File: src/rtl/core/stbs_pkg.sv
`timescale 1ns / 1ps
// Shared types and constants for the sorted table binary search block.
// No dependencies; used by every module in rtl/core.

package stbs_pkg;

    localparam int INDEX_W = 10;
    localparam int VALUE_W = 32;
    localparam int POS_W   = 10;
    localparam int COUNT_W = 11;

    localparam int S_TDATA_W = 48;
    localparam int M_TDATA_W = 16;

    localparam logic CMD_WRITE  = 1'b0;
    localparam logic CMD_SEARCH = 1'b1;

    typedef struct packed {
        logic             found;
        logic [POS_W-1:0] position;
    } t_result;

endpackage

File: src/rtl/core/stbs_search_ctrl.sv
`timescale 1ns / 1ps
// Search sequencer: takes items, drives the table ports, narrows the range
// one probe per cycle and holds the result item. Depends on stbs_pkg.

module stbs_search_ctrl #(
    parameter int TABLE_DEPTH = 1024
) (
    input  logic                                 i_clk,
    input  logic                                 i_rst_n,
    input  logic                                 i_valid,
    output logic                                 o_ready,
    input  logic                                 i_cmd,
    input  logic [stbs_pkg::INDEX_W-1:0]         i_index,
    input  logic [stbs_pkg::VALUE_W-1:0]         i_value,
    input  logic [$clog2(TABLE_DEPTH+1)-1:0]     i_count,
    output logic                                 o_mem_we,
    output logic [$clog2(TABLE_DEPTH)-1:0]       o_mem_waddr,
    output logic [stbs_pkg::VALUE_W-1:0]         o_mem_wdata,
    output logic [$clog2(TABLE_DEPTH)-1:0]       o_mem_raddr,
    input  logic [stbs_pkg::VALUE_W-1:0]         i_mem_rdata,
    output logic                                 o_valid,
    input  logic                                 i_out_ready,
    output stbs_pkg::t_result                    o_result
);

    localparam int AW = $clog2(TABLE_DEPTH);
    localparam int CW = $clog2(TABLE_DEPTH + 1);

    localparam logic [1:0] S_IDLE  = 2'd0;
    localparam logic [1:0] S_START = 2'd1;
    localparam logic [1:0] S_PROBE = 2'd2;
    localparam logic [1:0] S_DONE  = 2'd3;

    logic [1:0]                   r_state, n_state;
    logic [CW-1:0]                r_low, n_low;
    logic [CW-1:0]                r_hiex, n_hiex;
    logic [AW-1:0]                r_mid, n_mid;
    logic [stbs_pkg::VALUE_W-1:0] r_target, n_target;
    stbs_pkg::t_result            r_res, n_res;
    logic                         r_out_valid, n_out_valid;
    stbs_pkg::t_result            r_out, n_out;

    logic          accept;
    logic          hit;
    logic          less;
    logic [CW-1:0] low_c;
    logic [CW-1:0] hiex_c;
    logic          empty;
    logic [CW-1:0] mid_c;

    assign o_ready = (r_state == S_IDLE);
    assign accept  = i_valid && o_ready;

    assign hit  = (i_mem_rdata == r_target);
    assign less = ($signed(i_mem_rdata) < $signed(r_target));

    // candidate range after this cycle's compare
    always_comb begin
        low_c  = r_low;
        hiex_c = r_hiex;
        if (r_state == S_PROBE) begin
            if (less) begin
                low_c = CW'(r_mid) + CW'(1);
            end else begin
                hiex_c = CW'(r_mid);
            end
        end
    end

    assign empty = (low_c >= hiex_c);
    assign mid_c = low_c + ((hiex_c - CW'(1) - low_c) >> 1);

    assign o_mem_raddr = mid_c[AW-1:0];
    assign o_mem_we    = accept && (i_cmd == stbs_pkg::CMD_WRITE)
                         && (32'(i_index) < 32'(TABLE_DEPTH));
    assign o_mem_waddr = AW'(i_index);
    assign o_mem_wdata = i_value;

    always_comb begin
        n_state     = r_state;
        n_low       = r_low;
        n_hiex      = r_hiex;
        n_mid       = r_mid;
        n_target    = r_target;
        n_res       = r_res;
        n_out_valid = r_out_valid && !i_out_ready;
        n_out       = r_out;
        case (r_state)
            S_IDLE: begin
                if (accept && (i_cmd == stbs_pkg::CMD_SEARCH)) begin
                    n_low    = '0;
                    n_hiex   = i_count;
                    n_target = i_value;
                    n_state  = S_START;
                end
            end
            S_START: begin
                if (empty) begin
                    n_res   = '0;
                    n_state = S_DONE;
                end else begin
                    n_mid   = mid_c[AW-1:0];
                    n_state = S_PROBE;
                end
            end
            S_PROBE: begin
                if (hit) begin
                    n_res.found    = 1'b1;
                    n_res.position = stbs_pkg::POS_W'(r_mid);
                    n_state        = S_DONE;
                end else if (empty) begin
                    n_res   = '0;
                    n_state = S_DONE;
                end else begin
                    n_low  = low_c;
                    n_hiex = hiex_c;
                    n_mid  = mid_c[AW-1:0];
                end
            end
            S_DONE: begin
                if (!r_out_valid || i_out_ready) begin
                    n_out_valid = 1'b1;
                    n_out       = r_res;
                    n_state     = S_IDLE;
                end
            end
            default: begin
                n_state = S_IDLE;
            end
        endcase
    end

    always_ff @(posedge i_clk) begin
        if (!i_rst_n) begin
            r_state     <= S_IDLE;
            r_out_valid <= 1'b0;
        end else begin
            r_state     <= n_state;
            r_out_valid <= n_out_valid;
        end
    end

    always_ff @(posedge i_clk) begin
        r_low    <= n_low;
        r_hiex   <= n_hiex;
        r_mid    <= n_mid;
        r_target <= n_target;
        r_res    <= n_res;
        r_out    <= n_out;
    end

    assign o_valid  = r_out_valid;
    assign o_result = r_out;

    // probe address always lies inside the live range
    a_probe_in_range: assert property (@(posedge i_clk) disable iff (!i_rst_n)
        (r_state == S_PROBE) |-> ((r_low <= CW'(r_mid)) && (CW'(r_mid) < r_hiex)))
        else $error("probe outside search range");

    a_hit_ends_search: assert property (@(posedge i_clk) disable iff (!i_rst_n)
        (r_state == S_PROBE && hit) |=> (r_state == S_DONE && r_res.found))
        else $error("matching entry did not end the search");

    a_search_busy: assert property (@(posedge i_clk) disable iff (!i_rst_n)
        (accept && i_cmd == stbs_pkg::CMD_SEARCH) |=> !o_ready)
        else $error("new item taken while a search runs");

    a_no_write_busy: assert property (@(posedge i_clk) disable iff (!i_rst_n)
        o_mem_we |-> (r_state == S_IDLE))
        else $error("table written during a search");

endmodule

File: config.mk
export PLATFORM = sky130hd
export DESIGN_NAME = stbs_search_ctrl
export DESIGN_NICKNAME = d
export VERILOG_FILES = /design/src/rtl/core/stbs_pkg.sv /design/src/rtl/core/stbs_search_ctrl.sv
export SDC_FILE = /design/constraint.sdc
export NUM_CORES = 1
export LEC_CHECK = 0
export BUFFER_PORTS_ARGS = -buffer_cell sky130_fd_sc_hd__buf_2
export CAP_MARGIN = 20
export CORE_MARGIN = 5
export CORE_UTILIZATION = 59
export DETAILED_ROUTE_END_ITERATION = 7
export PLACE_DENSITY = 0.95
export SYNTH_ARGS = -nofsm -noshare
export SYNTH_HDL_FRONTEND = slang
export SYNTH_SLANG_ARGS = --single-unit
File: constraint.sdc
create_clock -name i_clk -period 17.4 [get_ports i_clk]
set_input_delay 1.74 -clock i_clk [delete_from_list [all_inputs] [get_ports i_clk]]
set_output_delay 1.74 -clock i_clk [all_outputs]
set_load 0.01 [all_outputs]
==> out/qor.yml, run 1 <==
rsz0062_at_grt: "no"
slew_headroom: 0.260
grt_use_total: 0.232
finalCoreUtilization: 0.676
grt_pass1_vias: 4937
setup_violations: 0
syn_nets: 781
antenna_found_initial: 0
grt_max_degree: 35
htree_num_levels: 3
die_area_mm2: 0.0129
timing.final.crit_period_ns: 9.47
wire_per_inst_um: 17.5
dp.cells: 841
hold_ws_ns: 0.464
status: "completed"
dp_hpwl_um: 11600
gr-total-overflow: 0
post_synth.cell_area_avg_um2: 10.1
clock_sinks: 89
finalHoldViolCount: 0
gp_congestion: 0.891
nets: 872
start_kind: "input pin"
vias: 4984
cts_setup_buffers: 0
drt_iter0_drc: 356
clk_latency_ns: 0.37
n_antenna_cell: 0
num_rows: 37
drtPass1Iterations: 5
pin_count: 156
grt_pass1_wl_um: 24100
coreArea_mm2: 0.0104
fin_worst_skew_ns: 0.0115
critical_path_peak_fanout: 20
vias_per_cell: 5.82
fillerInstances: 761
holdCritPathClass: "flip-flop to flip-flop"
ys_seq_elements: 89
clk_path_buf_depth: 2
port_buffers: 135
clk_pin_slew_worst_paths_ns: 0.09
die_h_um: 114
antenna_left: 0
tns_ns: 0
endpoint_kind: "primary output"
cp.arrival_ns: 7.73
cts_root_buf: "clkbuf_8"
synth_edf_count: 86
syn_area_mm2: 0.00634
synth_ff_type: "edfxtp_1"
timing.fmax_mhz: 106
cap_violations: 0
ys_seq_area_frac: 0.417
async_reset_ff_frac: 0
crit_type: "input pin to primary output"
ys_types: 75
tightest_slew_ns: 1.11
ys_warn_count: 0
finalCritPeriodShare: 0.544
numCtsBuffers: 9
maxSlewViolCount: 0
drc: 0
layoutNonFillerInstCount: 857
final_layout_size_suffix_gt1_frac: 0.262
die_w_um: 114
cts_tree: "yes"
crit_required_ns: 15.66
netlist_instances: 625
cts_resized: 0
start_util: 0.609
wirelength_um: 15000
holdBufCountCts: 0
areaGrowthSynthToFinish_pct: 11.1
==> metrics by stage <==
stage | cell area [µm²] | setup slack [ns]
2_1_floorplan | 6340 | 9.06
3_3_place_gp | 6840 | 8.26
3_5_place_dp | 6840 | 8.08
4_1_cts | 7050 | 8.03
5_1_grt | 7050 | 7.53
6_report | 7050 | 7.93
==> flip-flops by register name (all words and copies together) (netlist names) <==
name      count
r_low        11
o_result     11
o_valid       1
r_target     32
r_res        11
r_state       2
r_mid        10
r_hiex       11
==> layer usage <==
layer,track usage,vias up,part of all wire
li1,-,2372,-
met1,0.294,2347,0.39
met2,0.403,232,0.50
met3,0.0255,33,0.081
met4,0.0978,0,0.027
met5,0,-,0
==> cell usage after synthesis (4+ instances only) <==
cell type | instances | share of area
a21o_1 | 8 | 0.0095
a21oi_1 | 44 | 0.035
a31oi_1 | 4 | 0.0039
and3_1 | 6 | 0.0059
buf_4 | 42 | 0.050
clkbuf_1 | 14 | 0.0083
edfxtp_1 | 86 | 0.41
ha_1 | 64 | 0.13
inv_1 | 59 | 0.035
mux2_2 | 10 | 0.018
mux2i_1 | 17 | 0.027
nand2_1 | 57 | 0.034
nand2b_1 | 4 | 0.0039
nand3_1 | 23 | 0.018
nand4_1 | 7 | 0.0069
nor2_1 | 43 | 0.025
nor2b_1 | 9 | 0.0089
nor3_1 | 5 | 0.0039
o21a_1 | 6 | 0.0071
o21ai_0 | 14 | 0.011
xnor2_1 | 22 | 0.030
xor2_1 | 8 | 0.011
==> critical path, stage by stage <==
cell and delay [ns]:
buf_2 0.10, ha_1 0.40, nand4_2 0.21, nor4_4 0.09
a211o_1 0.35, o21ai_0 0.55, nand4_1 0.76, o21a_1 0.45
ha_1 0.44, a21o_1 0.25, or2_2 0.28, a41oi_1 0.26
nor2_1 0.07, nor2_1 0.13, xnor2_1 0.14, ha_1 0.30
a21o_1 0.19, a21oi_1 0.16, inv_1 0.08, a21oi_1 0.18
inv_1 0.06, a31oi_1 0.15, o21bai_1 0.09, xnor2_1 0.16
buf_2 0.16
==> cells in the final DEF (no fill, tap or decap), drive strengths merged, types with 4 or more instances in the layout <==
cell      n
buf     140
edfxtp   86
ha       64
inv      61
nand2    58
a21oi    44
nor2     43
nand3    23
xnor2    23
mux2i    17
o21ai    15
mux2     10
nor2b     9
clkbuf    9
xor2      8
a21o      8
nand4     8
o21a      6
and3      6
nor3      6
nor4      6
a31oi     5
nand2b    4
and2      4
a31o      4
==> cell type report <==
type | count | area [µm²] | area share
multi-input combinational | 417 | 3100 | 0.439
inverter | 59 | 221 | 0.0314
sequential | 89 | 2640 | 0.375
clock buffer | 9 | 124 | 0.0176
tap | 136 | 170 | 0.0242
clock inverter | 7 | 78.8 | 0.0112
timing repair buffer | 140 | 713 | 0.101
==> cells by family after synthesis <==
group                    Yosys count  share of synthesized area
XOR/XNOR                          31                     0.0440
flip-flops                        89                      0.417
multiplexers                      27                     0.0446
adder cells (fa/ha/maj)           68                      0.136
AND/OR/NAND/NOR                  174                      0.135
buffers and inverters            119                     0.0968
AO/OA/AOI/OAI                    117                      0.128
==> worst paths after layout <==
path / start / end / slack [ns] / depth (start not counted)
min: r_res[5]$_DFFE_PN_ / o_result[5]$_DFFE_PP_ / 0.46 / 0
min reg2reg: r_res[5]$_DFFE_PN_ / o_result[5]$_DFFE_PP_ / 0.46 / 0
max reg2reg: r_target[31]$_DFFE_PP_ / r_mid[3]$_DFFE_PP_ / 10.96 / 21
max: i_mem_rdata[31] / o_mem_raddr[9] / 7.93 / 25
Power of run 1 is not shown: default switching activity piles up to over one toggle a cycle in this logic, so the estimate is an artifact.
==> run 2, diff against run 1 <==
CORE_UTILIZATION = 49   (was 59)
PLACE_DENSITY = 0.85   (was 0.95)
clock period = 7.8 ns   (was 17.4 ns; I/O delays follow)
==> run 2 against run 1 <==
Die area up 19%; core utilization down 10 points; critical path type unchanged; hold slack got worse by 0.013 ns; routed wire length fell by 5.8%; via count decreased by 3.6%; first-iteration DRC count increased by 3.7%; count of clock-buffer cells in the layout rose by 1; critical path depth is 3 lower.
==> out/qor.yml, run 2 (synthesized netlist as in run 1, its figures left out) <==
wl_met3_um: 924
clk_pin_slew_worst_paths_ns: 0.07
cap_violations: 0
drtPass1Iterations: 5
rsz0062_at_grt: "no"
drt_iter0_drc: 369
finalHoldViolCount: 0
crit_required_ns: 7.02
dp_hpwl_um: 10900
final_common_cell: "buf_2"
wirelength_um: 14100
cts_setup_buffers: 0
die_w_um: 124
topRoutingLayerUsed: "met4"
wl_met2_um: 6740
final_layout_size_suffix_gt1_frac: 0.266
areaGrowthSynthToFinish_pct: 14.2
finalCritPeriodShare: 0.890
rr_worst_depth: 21
layout_common_cells: "135 x buf_2, 86 x edfxtp_1, 64 x ha_1"
crit_type: "input pin to primary output"
nets: 876
regMostFlops: "r_target"
slew_headroom: 0.472
clock_sinks: 89
path_buf_inv: 2
htree_num_levels: 3
clk_path_buf_depth: 2
tightest_slew_ns: 0.790
status: "completed"
die_area_mm2: 0.0153
antenna_found_initial: 0
grt_max_degree: 35
cp_common_cell: "ha_1"
gp_congestion: 0.917
hold_depth: 0
start_kind: "input pin"
num_rows: 41
r2r-start: "r_target[31]$_DFFE_PP_"
die_h_um: 124
cp.arrival_ns: 6.16
maxSlewViolCount: 0
cts_root_buf: "clkbuf_16"
wire_per_inst_um: 15.7
pin_count: 156
antenna_left: 0
cp_slowest_cell: "a21oi_1"
largest_reg_flops: 32
setup_violations: 0
critPathTopFamily: "compound AO/OA/AOI/OAI gates"
regToRegSetupSlack_ns: 2.11
vias_per_cell: 5.36
grt_pass1_vias: 4648
start_util: 0.501
gr-total-overflow: 0
drc: 0
fillerInstances: 1082
holdCritPathClass: "flip-flop to flip-flop"
vias: 4807
worstPathCellList: "buf_2 -> ha_1 -> nand4_2 -> nor4_4 -> a211o_1 -> or3_1 -> nand4_1 -> a21oi_1 -> ha_1 -> fa_1 -> xor2_1 -> ha_1 -> nand3_1 -> a41o_2 -> o211ai_1 -> o2111ai_1 -> o211ai_2 -> maj3_2 -> a31oi_1 -> o21bai_1 -> xnor2_1 -> buf_2"
r2r_end: "r_mid[9]$_DFFE_PP_"
clk_latency_ns: 0.35
n_antenna_cell: 0
critical_path_peak_fanout: 9
grt_pass1_wl_um: 22400
tns_ns: 0
grt_use_total: 0.186
coreArea_mm2: 0.0127
port_buffers: 135
fin_worst_skew_ns: 0.0114
cts_resized: 0
slowest_delay_ns: 0.55
hp-start: "r_res[4]$_DFFE_PN_"
m1WireLength_um: 6170
timing.final.crit_period_ns: 6.94
holdBufCountCts: 0
numCtsBuffers: 9
cts_tree: "yes"
timing.fmax_mhz: 144
holdPathEnd: "o_result[4]$_DFFE_PP_"
endpoint_kind: "primary output"
[run 2: cell count changes in the layout (fill, tap and decap cells not counted)]
| cell | delta |
|---|---|
| clkbuf_8 | -9 |
| bufinv_16 | +1 |
| clkinv_1 | -1 |
| buf_4 | +4 |
| clkbuf_1 | +1 |
| inv_6 | +1 |
| clkbuf_16 | +9 |
| clkinv_4 | -2 |
[run 2: layer usage]
metal / up-vias / track usage
li1: 2378 / -
met1: 2234 / 0.243
met2: 171 / 0.309
met3: 24 / 0.0295
met4: 0 / 0.0720
met5: - / 0
[run 2: worst reg2reg max path: stages, from the launching register on]
cell	delay [ns]
edfxtp_1	0.32
inv_1	0.04
ha_1	0.42
nand4_2	0.21
nor4_4	0.41
a211o_1	0.24
or3_1	0.21
nand4_1	0.34
a21oi_1	0.55
ha_1	0.30
fa_1	0.27
xor2_1	0.30
ha_1	0.31
nand3_1	0.09
a41o_2	0.11
o211ai_1	0.13
o2111ai_1	0.25
o211ai_2	0.17
maj3_2	0.36
a31oi_1	0.19
o21bai_1	0.10
xnor2_1	0.13
[run 2: stage by stage]
step | hold slack (ns) | setup slack (ns) | instance area [µm²] | utilization | instances
3_3_place_gp | 0.438 | 0.932 | 6920 | 0.546 | 881
3_5_place_dp | 0.441 | 0.906 | 6920 | 0.546 | 881
2_1_floorplan | 0.426 | 1.38 | 6340 | - | 625
6_report | 0.451 | 0.855 | 7240 | 0.572 | 897
5_1_grt | 0.478 | 0.380 | 7240 | 0.572 | 897
4_1_cts | 0.457 | 0.880 | 7240 | 0.572 | 897
[run 2: area by class of cell]
| cell class | instances | area, µm² | area share |
|---|---|---|---|
| Multi-Input combinational cell | 417 | 3100 | 0.427 |
| Sequential cell | 89 | 2640 | 0.365 |
| Timing Repair Buffer | 144 | 743 | 0.103 |
| Clock buffer | 10 | 229 | 0.0316 |
| Inverter | 59 | 221 | 0.0306 |
| Tap cell | 172 | 215 | 0.0297 |
| Clock inverter | 6 | 96.3 | 0.0133 |
[run 2: worst max-delay path by stage]
stage | cells after the start | end | start | slack (ns)
after detailed placement | 22 | o_mem_raddr[9] | i_mem_rdata[31] | 0.91
after global routing | 22 | o_mem_raddr[9] | i_mem_rdata[31] | 0.38
after CTS | 22 | o_mem_raddr[9] | i_mem_rdata[31] | 0.88
after floorplan | 25 | o_mem_raddr[9] | i_mem_rdata[31] | 1.38
final | 22 | o_mem_raddr[9] | i_mem_rdata[31] | 0.86
after global placement | 23 | o_mem_raddr[9] | i_mem_rdata[5] | 0.93
Power of run 2 is left out for the same reason.
==> run 3, diff against run 2 <==
CORE_MARGIN = 8   (was 5)
PLACE_DENSITY = 0.77   (was 0.85)
==> run 3 against run 2 <==
Maximum frequency is 0.37% lower; first-iteration DRC count is 6.5% higher; hold slack better by 0.0012 ns; sequential share of layout area is 0.082 points higher; global-route usage is 0.59 points lower; critical path depth is 4 higher; cell count stayed put; die area is 9.9% higher; register-to-register slack worse by 0.06 ns.
==> out/qor.yml, run 3 (synthesized netlist as in run 1, its figures left out) <==
coreArea_mm2: 0.0126
cts_root_buf: "clkbuf_16"
cap_violations: 0
vias: 4863
r2r-start: "r_target[31]$_DFFE_PP_"
numCtsBuffers: 9
fin_worst_skew_ns: 0.0104
tightest_slew_ns: 0.838
clk_latency_ns: 0.35
critical_path_peak_fanout: 19
largest_reg_flops: 32
regArea_mm2: 0.00264
gr-total-overflow: 0
drc: 0
n_antenna_cell: 0
nets: 876
multi_input_area_mm2: 0.00310
grt_pass1_wl_um: 24100
pin_count: 156
clk_path_buf_depth: 2
holdCritPathClass: "flip-flop to flip-flop"
areaGrowthSynthToFinish_pct: 13.9
cts_resized: 0
wire_per_inst_um: 16.7
drtPass1Iterations: 5
port_buffers: 135
hp-start: "r_res[3]$_DFFE_PN_"
die_area_mm2: 0.0168
status: "completed"
die_h_um: 130
num_rows: 41
start_kind: "input pin"
setup_violations: 0
grt_pass1_vias: 4920
dp_hpwl_um: 11900
finalHoldViolCount: 0
rr_worst_depth: 25
slew_headroom: 0.440
hold_depth: 0
vias_per_cell: 5.42
cp.arrival_ns: 6.19
grt_max_degree: 34
maxSlewViolCount: 0
hold_ws_ns: 0.452
crit_type: "input pin to primary output"
grt_use_total: 0.180
gp_congestion: 0.862
timing.fmax_mhz: 143
rsz0062_at_grt: "no"
endpoint_kind: "primary output"
antenna_left: 0
antenna_found_initial: 0
crit_required_ns: 7.02
wirelength_um: 14900
drt_iter0_drc: 393
timing.final.crit_period_ns: 6.97
finalCritPeriodShare: 0.894
fillerInstances: 1068
regMostFlops: "r_target"
start_util: 0.503
holdBufCountCts: 0
startpoint: "i_mem_rdata[31]"
die_w_um: 130
layout_common_cells: "135 x buf_2, 86 x edfxtp_1, 64 x ha_1"
clock_sinks: 89
clk_pin_slew_worst_paths_ns: 0.06
final_layout_size_suffix_gt1_frac: 0.268
final_common_cell: "buf_2"
htree_num_levels: 3
cts_setup_buffers: 0
tns_ns: 0
cts_tree: "yes"
## run 3: area by class of cell
class	count	share of cell area
multi-input combinational	417	0.428
sequential	89	0.366
timing repair buffer	144	0.103
clock buffer	9	0.0312
inverter	59	0.0306
tap	172	0.0298
clock inverter	7	0.0116
## run 3: routing by layer
layer / vias to the layer above / wire [µm] / global-route usage
li1: 2384 / - / -
met1: 2287 / 6260 / 0.223
met2: 166 / 7330 / 0.308
met3: 26 / 1100 / 0.0339
met4: 0 / 255 / 0.0601
met5: - / 0 / 0
## run 3: stage by stage
stage / utilization / instance area, µm² / instances / setup slack, ns
4_1_cts: 0.573 / 7230 / 897 / 0.847
6_report: 0.573 / 7230 / 897 / 0.829
3_5_place_dp: 0.548 / 6920 / 881 / 0.886
5_1_grt: 0.573 / 7230 / 897 / 0.359
3_3_place_gp: 0.548 / 6920 / 881 / 0.945
2_1_floorplan: - / 6340 / 625 / 1.38
## run 3: path summary, 6_finish.rpt
kind	to	slack [ns]
setup reg to reg	r_mid[9]$_DFFE_PP_	2.05
setup / recovery	o_mem_raddr[9]	0.83
hold reg to reg	o_result[3]$_DFFE_PP_	0.45
hold / removal	o_result[3]$_DFFE_PP_	0.45
## run 3: critical path, cell delays in order
cell and delay (ns):
buf_2 0.10, ha_1 0.39, nand4_2 0.19, nor4_4 0.08, a211o_1 0.34, o21ai_0 0.56
nand4_1 0.20, buf_4 0.25, o21a_1 0.24, ha_1 0.43, a21o_1 0.24, or2_2 0.28
a41oi_1 0.24, nor2_1 0.08, nor2_1 0.12, xnor2_1 0.14, ha_1 0.29, a21o_1 0.18
a21oi_1 0.14, inv_1 0.06, a21oi_1 0.20, inv_1 0.07, a31oi_1 0.14, o21bai_1 0.09
xnor2_1 0.17, buf_2 0.16
Power of run 3 is left out for the same reason.
